--- src/ikm_pkg.sv ---
package ikm_pkg;

    localparam int DEF_MAX_KEYWORDS    = 16;
    localparam int DEF_MAX_KEYWORD_LEN = 8;

    localparam int CFG_W = 5;

    localparam logic STATUS_MATCH = 1'b0;
    localparam logic STATUS_NONE  = 1'b1;

    typedef enum logic [1:0] {
        OP_WRITE_CHAR    = 2'd0,
        OP_WRITE_LEN_KEY = 2'd1,
        OP_MATCH         = 2'd2,
        OP_RESTART       = 2'd3
    } t_opcode;

    typedef struct packed {
        t_opcode     opcode;
        logic [3:0]  entry_index;
        logic [2:0]  char_position;
        logic [7:0]  byte_value;
        logic [3:0]  entry_length;
        logic [7:0]  entry_key;
    } t_cmd;

    typedef struct packed {
        logic        status;
        logic [7:0]  matched_key;
    } t_res;

    // scan token phase as it walks down the chain
    typedef enum logic [1:0] {
        PH_FIRST = 2'd0,
        PH_LAST  = 2'd1,
        PH_DONE  = 2'd2
    } t_phase;

    typedef struct packed {
        logic   valid;
        t_phase phase;
    } t_tok_ctl;

endpackage

--- src/ikm_cell.sv ---
module ikm_cell
    import ikm_pkg::*;
#(
    parameter int MAX_KEYWORDS    = DEF_MAX_KEYWORDS,
    parameter int MAX_KEYWORD_LEN = DEF_MAX_KEYWORD_LEN,
    parameter int INDEX           = 0
) (
    input  logic                                 i_clk,
    input  logic                                 i_rst_n,
    input  logic                                 i_we,
    input  t_cmd                                 i_cmd,
    input  logic [7:0]                           i_byte,
    input  logic [$clog2(MAX_KEYWORD_LEN+1)-1:0] i_pos,
    input  logic [$clog2(MAX_KEYWORDS+1)-1:0]    i_first,
    input  logic [$clog2(MAX_KEYWORDS+1)-1:0]    i_last,
    input  t_tok_ctl                             i_ctl,
    input  logic [$clog2(MAX_KEYWORDS+1)-1:0]    i_nf,
    input  logic [$clog2(MAX_KEYWORDS+1)-1:0]    i_nl,
    input  logic [$clog2(MAX_KEYWORD_LEN+1)-1:0] i_len,
    input  logic [7:0]                           i_key,
    output t_tok_ctl                             o_ctl,
    output logic [$clog2(MAX_KEYWORDS+1)-1:0]    o_nf,
    output logic [$clog2(MAX_KEYWORDS+1)-1:0]    o_nl,
    output logic [$clog2(MAX_KEYWORD_LEN+1)-1:0] o_len,
    output logic [7:0]                           o_key
);

    localparam int IW = $clog2(MAX_KEYWORDS + 1);
    localparam int LW = $clog2(MAX_KEYWORD_LEN + 1);
    localparam int CW = (MAX_KEYWORD_LEN > 1) ? $clog2(MAX_KEYWORD_LEN) : 1;
    localparam logic [IW-1:0] MY_IDX = IW'(INDEX);

    logic [7:0]    r_chars [MAX_KEYWORD_LEN];
    logic [LW-1:0] r_len;
    logic [7:0]    r_key;

    t_tok_ctl      r_ctl, n_ctl;
    logic [IW-1:0] r_nf, n_nf;
    logic [IW-1:0] r_nl, n_nl;
    logic [LW-1:0] r_tlen, n_tlen;
    logic [7:0]    r_tkey, n_tkey;

    logic [31:0]   cpos32;
    logic [31:0]   len32;
    logic [31:0]   len_sat;
    logic          sel;
    logic          wr_char;
    logic          wr_len;
    logic          in_rng;
    logic          too_short;
    logic [7:0]    cur_char;
    logic          below;
    logic          above;

    assign cpos32  = 32'(i_cmd.char_position);
    assign len32   = 32'(i_cmd.entry_length);
    assign len_sat = (len32 > MAX_KEYWORD_LEN) ? 32'(MAX_KEYWORD_LEN) : len32;
    assign sel     = i_we && (32'(i_cmd.entry_index) == 32'(INDEX));
    assign wr_char = sel && (i_cmd.opcode == OP_WRITE_CHAR) && (cpos32 < MAX_KEYWORD_LEN);
    assign wr_len  = sel && (i_cmd.opcode == OP_WRITE_LEN_KEY);

    always_ff @(posedge i_clk) begin
        if (wr_char) begin
            r_chars[cpos32[CW-1:0]] <= i_cmd.byte_value;
        end
        if (wr_len) begin
            r_len <= len_sat[LW-1:0];
            r_key <= i_cmd.entry_key;
        end
    end

    // a too-short entry counts as both below and above the byte
    assign in_rng    = (MY_IDX >= i_first) && (MY_IDX < i_last);
    assign too_short = (i_pos >= r_len);
    assign cur_char  = r_chars[i_pos[CW-1:0]];
    assign below     = too_short || (cur_char < i_byte);
    assign above     = too_short || (cur_char > i_byte);

    always_comb begin
        n_ctl  = i_ctl;
        n_nf   = i_nf;
        n_nl   = i_nl;
        n_tlen = i_len;
        n_tkey = i_key;
        if (i_ctl.valid && in_rng) begin
            case (i_ctl.phase)
                PH_FIRST: begin
                    if (!below) begin
                        n_nf   = MY_IDX;
                        n_tlen = r_len;
                        n_tkey = r_key;
                        if (above) begin
                            n_nl        = MY_IDX;
                            n_ctl.phase = PH_DONE;
                        end else begin
                            n_ctl.phase = PH_LAST;
                        end
                    end
                end
                PH_LAST: begin
                    if (above) begin
                        n_nl        = MY_IDX;
                        n_ctl.phase = PH_DONE;
                    end
                end
                default: begin
                end
            endcase
        end
    end

    always_ff @(posedge i_clk) begin
        if (!i_rst_n) begin
            r_ctl <= '{valid: 1'b0, phase: PH_FIRST};
        end else begin
            r_ctl <= n_ctl;
        end
        r_nf   <= n_nf;
        r_nl   <= n_nl;
        r_tlen <= n_tlen;
        r_tkey <= n_tkey;
    end

    assign o_ctl = r_ctl;
    assign o_nf  = r_nf;
    assign o_nl  = r_nl;
    assign o_len = r_tlen;
    assign o_key = r_tkey;

endmodule

--- src/incremental_keyword_matcher_top.sv ---
// channel   ports                          transfer
// command   start, busy, i_cmd             rising edge with start high and busy low
// result    o_res_valid, o_res             one cycle strobe, taken at the end of it
// config    i_cfg_we, i_cfg_wdata          rising edge with i_cfg_we high
//
// a match byte walks a token down the row of MAX_KEYWORDS cells, one cell per
// cycle; when it leaves the last cell busy falls, and the result strobe, if the
// byte ends the search, rises with it
// loads and restart complete in the transfer cycle, busy stays low
// reset is synchronous, active low; it clears progress and the count, the
// keyword table itself is not cleared
// the receiver cannot stall; each result is shown for exactly one cycle
module incremental_keyword_matcher_top
    import ikm_pkg::*;
#(
    parameter int MAX_KEYWORDS    = DEF_MAX_KEYWORDS,
    parameter int MAX_KEYWORD_LEN = DEF_MAX_KEYWORD_LEN
) (
    input  logic             i_clk,
    input  logic             i_rst_n,
    input  logic             start,
    output logic             busy,
    input  t_cmd             i_cmd,
    output logic             o_res_valid,
    output t_res             o_res,
    input  logic             i_cfg_we,
    input  logic [CFG_W-1:0] i_cfg_wdata
);

    localparam int IW = $clog2(MAX_KEYWORDS + 1);
    localparam int LW = $clog2(MAX_KEYWORD_LEN + 1);

    logic          r_busy, n_busy;
    t_tok_ctl      r_launch, n_launch;
    logic [7:0]    r_byte, n_byte;
    logic [IW-1:0] r_count, n_count;
    logic [IW-1:0] r_first, n_first;
    logic [IW-1:0] r_last, n_last;
    logic [LW-1:0] r_pos, n_pos;
    logic          r_res_valid, n_res_valid;
    t_res          r_res, n_res;

    t_tok_ctl      c_ctl [MAX_KEYWORDS+1];
    logic [IW-1:0] c_nf  [MAX_KEYWORDS+1];
    logic [IW-1:0] c_nl  [MAX_KEYWORDS+1];
    logic [LW-1:0] c_len [MAX_KEYWORDS+1];
    logic [7:0]    c_key [MAX_KEYWORDS+1];

    logic          accept;
    logic [31:0]   cfg32;
    logic [IW-1:0] cfg_sat;
    logic [IW-1:0] fin_first;
    logic [IW-1:0] fin_last;
    logic          fin_empty;
    logic          fin_hit;

    assign accept  = start && !r_busy;
    assign cfg32   = 32'(i_cfg_wdata);
    assign cfg_sat = (cfg32 > MAX_KEYWORDS) ? IW'(MAX_KEYWORDS) : IW'(cfg32);

    assign c_ctl[0] = r_launch;
    assign c_nf[0]  = '0;
    assign c_nl[0]  = '0;
    assign c_len[0] = '0;
    assign c_key[0] = '0;

    for (genvar g = 0; g < MAX_KEYWORDS; g++) begin : g_cell
        ikm_cell #(
            .MAX_KEYWORDS    (MAX_KEYWORDS),
            .MAX_KEYWORD_LEN (MAX_KEYWORD_LEN),
            .INDEX           (g)
        ) u_cell (
            .i_clk   (i_clk),
            .i_rst_n (i_rst_n),
            .i_we    (accept),
            .i_cmd   (i_cmd),
            .i_byte  (r_byte),
            .i_pos   (r_pos),
            .i_first (r_first),
            .i_last  (r_last),
            .i_ctl   (c_ctl[g]),
            .i_nf    (c_nf[g]),
            .i_nl    (c_nl[g]),
            .i_len   (c_len[g]),
            .i_key   (c_key[g]),
            .o_ctl   (c_ctl[g+1]),
            .o_nf    (c_nf[g+1]),
            .o_nl    (c_nl[g+1]),
            .o_len   (c_len[g+1]),
            .o_key   (c_key[g+1])
        );
    end

    // bounds still open at the end of the row close at the old last
    always_comb begin
        case (c_ctl[MAX_KEYWORDS].phase)
            PH_FIRST: begin
                fin_first = r_last;
                fin_last  = r_last;
            end
            PH_LAST: begin
                fin_first = c_nf[MAX_KEYWORDS];
                fin_last  = r_last;
            end
            default: begin
                fin_first = c_nf[MAX_KEYWORDS];
                fin_last  = c_nl[MAX_KEYWORDS];
            end
        endcase
    end

    assign fin_empty = (fin_last == fin_first);
    assign fin_hit   = ({1'b0, fin_last} == ({1'b0, fin_first} + 1'b1))
                    && ({1'b0, c_len[MAX_KEYWORDS]} == ({1'b0, r_pos} + 1'b1));

    always_comb begin
        n_busy      = r_busy;
        n_launch    = '{valid: 1'b0, phase: PH_FIRST};
        n_byte      = r_byte;
        n_count     = r_count;
        n_first     = r_first;
        n_last      = r_last;
        n_pos       = r_pos;
        n_res_valid = 1'b0;
        n_res       = r_res;
        if (i_cfg_we) begin
            n_count = cfg_sat;
            n_first = '0;
            n_last  = cfg_sat;
            n_pos   = '0;
        end else if (accept) begin
            case (i_cmd.opcode)
                OP_MATCH: begin
                    n_busy   = 1'b1;
                    n_launch = '{valid: 1'b1, phase: PH_FIRST};
                    n_byte   = i_cmd.byte_value;
                end
                OP_RESTART: begin
                    n_first = '0;
                    n_last  = r_count;
                    n_pos   = '0;
                end
                default: begin
                end
            endcase
        end else if (c_ctl[MAX_KEYWORDS].valid) begin
            n_busy = 1'b0;
            if (fin_empty || fin_hit) begin
                n_res_valid       = 1'b1;
                n_res.status      = fin_empty ? STATUS_NONE : STATUS_MATCH;
                n_res.matched_key = fin_empty ? 8'd0 : c_key[MAX_KEYWORDS];
                n_first           = '0;
                n_last            = r_count;
                n_pos             = '0;
            end else begin
                n_first = fin_first;
                n_last  = fin_last;
                n_pos   = r_pos + 1'b1;
            end
        end
    end

    always_ff @(posedge i_clk) begin
        if (!i_rst_n) begin
            r_busy      <= 1'b0;
            r_launch    <= '{valid: 1'b0, phase: PH_FIRST};
            r_count     <= '0;
            r_first     <= '0;
            r_last      <= '0;
            r_pos       <= '0;
            r_res_valid <= 1'b0;
        end else begin
            r_busy      <= n_busy;
            r_launch    <= n_launch;
            r_count     <= n_count;
            r_first     <= n_first;
            r_last      <= n_last;
            r_pos       <= n_pos;
            r_res_valid <= n_res_valid;
        end
        r_byte <= n_byte;
        r_res  <= n_res;
    end

    assign busy        = r_busy;
    assign o_res_valid = r_res_valid;
    assign o_res       = r_res;

endmodule

--- config.mk ---
export PLATFORM = sky130hd
export DESIGN_NAME = incremental_keyword_matcher_top
export DESIGN_NICKNAME = d
export VERILOG_FILES = /design/src/ikm_pkg.sv /design/src/ikm_cell.sv /design/src/incremental_keyword_matcher_top.sv
export SDC_FILE = /design/constraint.sdc
export NUM_CORES = 2
export LEC_CHECK = 0
export BUFFER_PORTS_ARGS = -buffer_cell sky130_fd_sc_hd__buf_2
export CAP_MARGIN = 20
export CORE_MARGIN = 3
export CORE_UTILIZATION = 45
export DETAILED_ROUTE_END_ITERATION = 16
export MAX_ROUTING_LAYER = met4
export RECOVER_POWER = 50
export SYNTH_ARGS = -nofsm -noshare
export SYNTH_HDL_FRONTEND = slang
export SYNTH_SLANG_ARGS = --single-unit
--- constraint.sdc ---
create_clock -name i_clk -period 5.2 [get_ports i_clk]
set_input_delay 1.04 -clock i_clk [delete_from_list [all_inputs] [get_ports i_clk]]
set_output_delay 1.04 -clock i_clk [all_outputs]
set_load 0.03 [all_outputs]
### Yosys cells after proc, flatten, opt, wreduce, memory -nomap -nowiden

Memory sizes are Yosys's and may differ from the RTL's. A register that Yosys moved wholly into a read port is not among the register bits.
Cells that the tools add are included.

* memory bits (writable): 1024
* memories: 16
* bits in registers: 623
* bits of input ports: 38

Memories
* g_cell[0].u_cell.r_chars: depth 8, width 8, rd ports 1, clocked after Yosys merged registers in 1, write ports 1, RTL line ikm_cell.sv:33 `logic [7:0] r_chars [MAX_KEYWORD_LEN];`
* g_cell[10].u_cell.r_chars: depth 8, width 8, rd ports 1, clocked after Yosys merged registers in 1, write ports 1, RTL line ikm_cell.sv:33
* g_cell[11].u_cell.r_chars: depth 8, width 8, rd ports 1, clocked after Yosys merged registers in 1, write ports 1, RTL line ikm_cell.sv:33
* g_cell[12].u_cell.r_chars: depth 8, width 8, rd ports 1, clocked after Yosys merged registers in 1, write ports 1, RTL line ikm_cell.sv:33
* g_cell[13].u_cell.r_chars: depth 8, width 8, rd ports 1, clocked after Yosys merged registers in 1, write ports 1, RTL line ikm_cell.sv:33
* g_cell[14].u_cell.r_chars: depth 8, width 8, rd ports 1, clocked after Yosys merged registers in 1, write ports 1, RTL line ikm_cell.sv:33
* 10 more memories

* mux-type cells: 359
* bitwise logic cells: 6
* equality and inequality tests: 41
* reduce and logical (&&, ||, !) cells: 164
* $lt $le $gt $ge: 83
* add/sub/neg operators: 3

Operators by type and width (number)
* 5-bit two-way mux: 97
* 8-bit two-way mux: 45
* 4-bit two-way mux: 50
* 5-bit case mux with 2 select lines: 15
* 8-bit greater-than comparator: 16
* 8-bit less-than comparator: 16
* 2-bit two-way mux: 64
* 3-bit two-way mux: 33
* 1-bit logical AND: 98
* 4-bit greater-or-equal comparator: 16
* 2-bit case mux with 2 select lines: 16
* 4-bit by 5-bit greater-or-equal comparator with 1-bit output, first input constant: 8
* 4-bit by 5-bit less-than comparator with 1-bit output, first input constant: 8
* 1-bit two-way mux: 39
* 2-bit by 1-bit == test with 1-bit output, second input constant: 18
* 2-bit zero test: 18
* 1-bit logical OR: 33
* 4-bit == test, second input constant: 8
* 3-bit by 5-bit greater-or-equal comparator with 1-bit output, first input constant: 4
* 3-bit by 5-bit less-than comparator with 1-bit output, first input constant: 4
* 4-bit by 3-bit == test with 1-bit output, second input constant: 4
* 1-bit by 5-bit greater-or-equal comparator with 1-bit output, first input constant: 2
* 2-bit by 5-bit greater-or-equal comparator with 1-bit output, first input constant: 2
* 1-bit by 5-bit less-than comparator with 1-bit output, first input constant: 2
* other kinds (26): 40

### Longest topological paths before layout

* word-level depth: 11
* mapped depth: 15

### By module

From an unflattened synthesis, not the netlist that was laid out.

* cell total of the unflattened synthesis: 3981
* area total of the unflattened synthesis: 67053.1 µm²

Modules (own cells, without submodules)
* ikm_cell (g_cell[6].u_cell): instances 1, cells each 247, seq. area each 2782.7 µm², area each 4102.7 µm²
* ikm_cell (g_cell[10].u_cell): instances 1, cells each 247, seq. area each 2782.7 µm², area each 4093.9 µm²
* ikm_cell (g_cell[8].u_cell): instances 1, cells each 234, seq. area each 2782.7 µm², area each 4088.9 µm²
* ikm_cell (g_cell[13].u_cell): instances 1, cells each 243, seq. area each 2782.7 µm², area each 4083.9 µm²
* ikm_cell (g_cell[1].u_cell): instances 1, cells each 239, seq. area each 2782.7 µm², area each 4075.2 µm²
* ikm_cell (g_cell[12].u_cell): instances 1, cells each 235, seq. area each 2782.7 µm², area each 4073.9 µm²
* ikm_cell (g_cell[3].u_cell): instances 1, cells each 236, seq. area each 2782.7 µm², area each 4068.9 µm²
* ikm_cell (g_cell[9].u_cell): instances 1, cells each 237, seq. area each 2782.7 µm², area each 4066.4 µm²
* ikm_cell (g_cell[4].u_cell): instances 1, cells each 237, seq. area each 2782.7 µm², area each 4065.1 µm²
* ikm_cell (g_cell[14].u_cell): instances 1, cells each 234, seq. area each 2782.7 µm², area each 4058.9 µm²
* ikm_cell (g_cell[0].u_cell): instances 1, cells each 236, seq. area each 2782.7 µm², area each 4055.1 µm²
* ikm_cell (g_cell[7].u_cell): instances 1, cells each 234, seq. area each 2782.7 µm², area each 4055.1 µm²
* ikm_cell (g_cell[2].u_cell): instances 1, cells each 233, seq. area each 2782.7 µm², area each 4053.9 µm²
* ikm_cell (g_cell[11].u_cell): instances 1, cells each 232, seq. area each 2782.7 µm², area each 4041.4 µm²
* +3 rows

### Worst setup path after synthesis

OpenSTA, ideal clock, no wires.

* kind: flip-flop to flip-flop
* from: register with a tool-made name
* to: register g_cell[11].u_cell.r_tkey[1]
* buffers on the path: 4
* setup slack: 1332 ps
* data required time: 5079 ps
* data arrival time: 3747 ps
* cell stages (with the launch flop): 15
* cells stage by stage: dfxtp_1 -> clkbuf_1 -> clkbuf_1 -> buf_1 -> mux4_2 -> mux2_2 -> ha_1 -> nor2b_1 -> o21a_1 -> o21a_1 -> o21ai_0 -> a21oi_2 -> nand3b_2 -> buf_2 -> mux2_2

RTL lines
* to (signal assigned): RTL line ikm_cell.sv:121 `r_tkey <= n_tkey;`
* to (decl): RTL line ikm_cell.sv:41 `logic [7:0] r_tkey, n_tkey;`

### Worst setup path in the final report

* from: input port i_cmd[13] (netlist bit)
* to: memory g_cell[3].u_cell.r_chars[5][1] (data pin)

RTL lines
* from (decl): RTL line incremental_keyword_matcher_top.sv:23 `input t_cmd i_cmd,`
* to (decl): RTL line ikm_cell.sv:33

Straight into the memory's write port.

==> summary.md <==
| Metric | Value |
|---|---|
| Hold-critical path depth | 1 |
| Period minus WS final | 4.461 ns |
| LEAKAGE | 24.18 nW |
| CTS-repair resized insts | 0 |
| Worst hold path type | register to register |
| Yosys warns | 0 |
| Top_reg_cell synth | edfxtp_1 |
| Hpwl dp | slightly below 90 mm |
| Nets@finish | slightly below 4000 |
| Largest area contributor in the netlist | edfxtp_1 |
| R2r endpoint | g_cell[2].u_cell.o_key[1] |
| Wirelength per Cell | approximately 25 µm |
| Final Hold Viols | 0 |
| Final period util | a little under nine tenths |
| Worst path required time | around 5.6 ns |
| Pre-antenna DRT Iters | 5 |
| CP Max Fanout | 82 |
| Area Overhead vs Synth | 13.13% |
| Total gr overflow | 0 |
| Root Driver | clkbuf_16 |
| Placed insts | around 5300 |
| Max VDD drop | between 0.0002 and 0.0003 V |
| CTS Buffer Depth | 3 |
| RSZ-0062 raised after global routing | false |
| Comb pwr share | ~1.6% |
| Die Footprint | 0.1431 mm² |
| Data arrival time of the critical path | approximately 5 ns |
| Syn Area/Cell | approximately 18 µm² |
| Die Span Y | between 300 and 400 µm |
| Io pins | 49 |
| Setup WS pre-CTS | 0.8978 ns |
| Via-to-Cell Ratio | 5.528 |
| Failing checks | capacitance limit, slew limit |
| Worst-path clk slew | 0.06 ns |
| Count of final setup violators | 0 |
| Seq pwr share | a little over half |
| Max-Cap Viols | 10 |
| # H-tree levels | 4 |
| Largest net degree at the start of global routing | 87 |
| Most frequent cells in the layout | edfxtp_1, dfxtp_1, mux2_2 |
| CP top delay family | buffers and inverters |
| Slew @ Worst Pin | 4.242 ns |
| Post-DRT Antenna Nets | 0 |
| Mapped cell area | about 0.062 mm² |
| Relative slew slack | -182.8% |
| Vias in the first global route | 32060 |
| Post-Synthesis Cells | roughly 3500 |
| Layout cells sized above 1 | 25.65% |
| Min-Delay Startpoint | g_cell[14].u_cell.o_nf[0] |
| Post-layout instance area | between 0.07 and 0.08 mm² |
| Starting Density | between 40% and 50% |
| Clock latency on the worst-skew pair | 0.79 ns |
| Setup CP Type | input port to register |
| Top cells by area, synth | edfxtp_1, dfxtp_1, mux4_2, mux2_2, ha_1 |
| IO buf count | 48 |
| Post-synth EDFFs | roughly 1200 |
| Initial antenna violation count | 5 |
| Die Wd | roughly 380 µm |
| Max Freq | 0.2242 GHz |
| RD Place Congestion | around 0.79 |
| Slew Limit Fails | ~680 |
| Hold EP | g_cell[15].u_cell.o_nf[0] |
| Residual DRC | 0 |
| Cell chain of the critical path | clkbuf_1, clkbuf_2 |
| Area share of the leading cell type in the synthesized netlist | 59.36% |
| Slowest-stage cell, CP | clkbuf_1 |
| Core Footprint | 0.1365 mm² |
| Commonest non-fill, non-tap cell in the layout | edfxtp_1 |
| TNS Setup | 0 ns |
| Syn Nets | 3703 |
| Post-synthesis sequential element count | 1596 |
| Slowest stage delay, CP | around 2.6 ns |
| Initial DRC Count | roughly 2400 |
| Startpoint types | input port |
| R2R Setup Slk | between 0.8 and 0.9 ns |
| Net Sw Frac | around a fifth |
| Worst R2R Path Depth | 12 |
| Site Rows | around 140 |
| CP bufs+invs | 2 |
| Layout Skew | roughly 0.031 ns |
| Status | complete, but fails checks |
| CTS tree | yes |
| Post-synthesis cell type count | between 70 and 80 |
| Placement Cell Area | 0.06539 mm² |
| First-pass GRT wire length | about 210 mm |
| Pwr Total | 25.59 mW |
| Via count | 30970 |
| Setup ws final | between 0.7 and 0.8 ns |
| Psw | slightly above 5 mW |
| CTS Buf Count | 165 |
| Setup bufs post-CTS | 0 |
| Clock network fraction of total power | about 45% |
| Ys async rst share | 0% |
| Post-Route WL | roughly 140 mm |
| GRT Resource Usage Total | approximately a fifth |
| Non-Filler Instances | 5603 |
| Power Internal | 20.42 mW |
| Sink Count | ~1600 |
| Power density cells | 362.6 mW/mm² |
| Hold-fix buffer count after cts | 0 |
| Seq/Total Area, Yosys | between 70 and 80% |
| CP endpoint kind | register |
-- layer usage --
| layer | vias up | GRT usage [%] | routed length (µm) |
|---|---|---|---|
| met3 | 207 | 3.132 | 6733 |
| met4 | 0 | 5.902 | 3166 |
| met5 | - | - | 0 |
| li1 | 14010 | - | - |
| met1 | 16010 | 27.34 | 61100 |
| met2 | 750 | 32.97 | 68780 |
-- power groups by stage --
stage          clock (mW)  sequential (mW)  combinational [mW]
4_1_cts              11.7             13.8               0.414
2_1_floorplan           0             14.0               0.134
3_3_place_gp            0             14.0               0.404
5_1_grt              12.2             13.8               0.439
3_5_place_dp            0             14.0               0.414
6_report             11.4             13.8               0.400
-- state kept, by name (all words and copies together), names as in the netlist, named ones only --
register               count
g_cell.u_cell.o_len       64
o_res                      9
g_cell.u_cell.o_key      128
g_cell.u_cell.r_key      128
r_byte                     8
r_count                    5
o_res_valid                1
g_cell.u_cell.r_chars   1024
r_first                    5
busy                       1
g_cell.u_cell.o_ctl       48
r_last                     5
g_cell.u_cell.o_nl        49
g_cell.u_cell.o_nf        49
g_cell.u_cell.r_len       64
c_ctl                      1
r_pos                      4
-- cell families (layout without fill, tap and decap cells) --
kind of cell | count (synthesis) | after routing | share of synthesized area (%)
DFF | 1596 | 1596 | 71.01
muxes | 579 | 579 | 15.03
and+or+nand+nor | 577 | 577 | 5.067
AOI/OAI and AO/OA | 307 | 307 | 3.382
buffers and inverters | 201 | 550 | 1.380
adders and majority gates | 194 | 194 | 3.892
xor gates and xnor gates | 17 | 17 | 0.2387
other | 0 | 2 | 0
-- area by class of cell --
class | count | area (µm²)
sequential | 1596 | 44300
timing repair buffer | 171 | 1255
tap | 1781 | 2228
antenna | 2 | 5.005
fill | 11050 | 65920
clock inverter | 85 | 710.7
multi-input combinational | 1674 | 17260
inverter | 71 | 266.5
clock buffer | 223 | 4536
-- cell usage after synthesis (all sizes together), types with 8 or more instances --
| master | count |
|---|---|
| nand2b | 53 |
| nand4 | 25 |
| a21oi | 73 |
| nor4 | 9 |
| nand3 | 11 |
| o21bai | 21 |
| mux2 | 296 |
| nand2 | 69 |
| a211oi | 8 |
| o21a | 43 |
| nor3 | 15 |
| xor2 | 10 |
| ha | 194 |
| nor2b | 58 |
| inv | 71 |
| a21o | 60 |
| a21boi | 11 |
| clkbuf | 79 |
| nor2 | 189 |
| mux2i | 27 |
| mux4 | 256 |
| o21ai | 41 |
| and4 | 12 |
| edfxtp | 1233 |
| buf | 51 |
| or2 | 31 |
| dfxtp | 363 |
| and2 | 51 |
| nand3b | 14 |
-- metrics by stage --
stage          hold slack [ns]  util (%)
2_1_floorplan           0.3863         -
3_3_place_gp            0.3955     47.90
3_5_place_dp            0.3913     47.91
4_1_cts                 0.4034     51.76
5_1_grt                 0.4163     51.70
6_report                0.4068     51.70
-- worst max path at each step --
stage / cells after the start / slack [ns] / to / startpoint
global route: 2 / 0.38 / g_cell[3].u_cell.r_chars[4][1] / i_cmd[13]
global placement: 12 / 0.89 / g_cell[2].u_cell.o_key[1] / register
floorplan: 14 / 1.33 / g_cell[11].u_cell.o_key[1] / register
finish: 2 / 0.74 / g_cell[3].u_cell.r_chars[5][1] / i_cmd[13]
detailed placement: 12 / 0.90 / g_cell[2].u_cell.o_key[4] / register
CTS: 12 / 0.86 / g_cell[2].u_cell.o_key[1] / register
No activity file was read; power rests on OpenSTA's default activity.
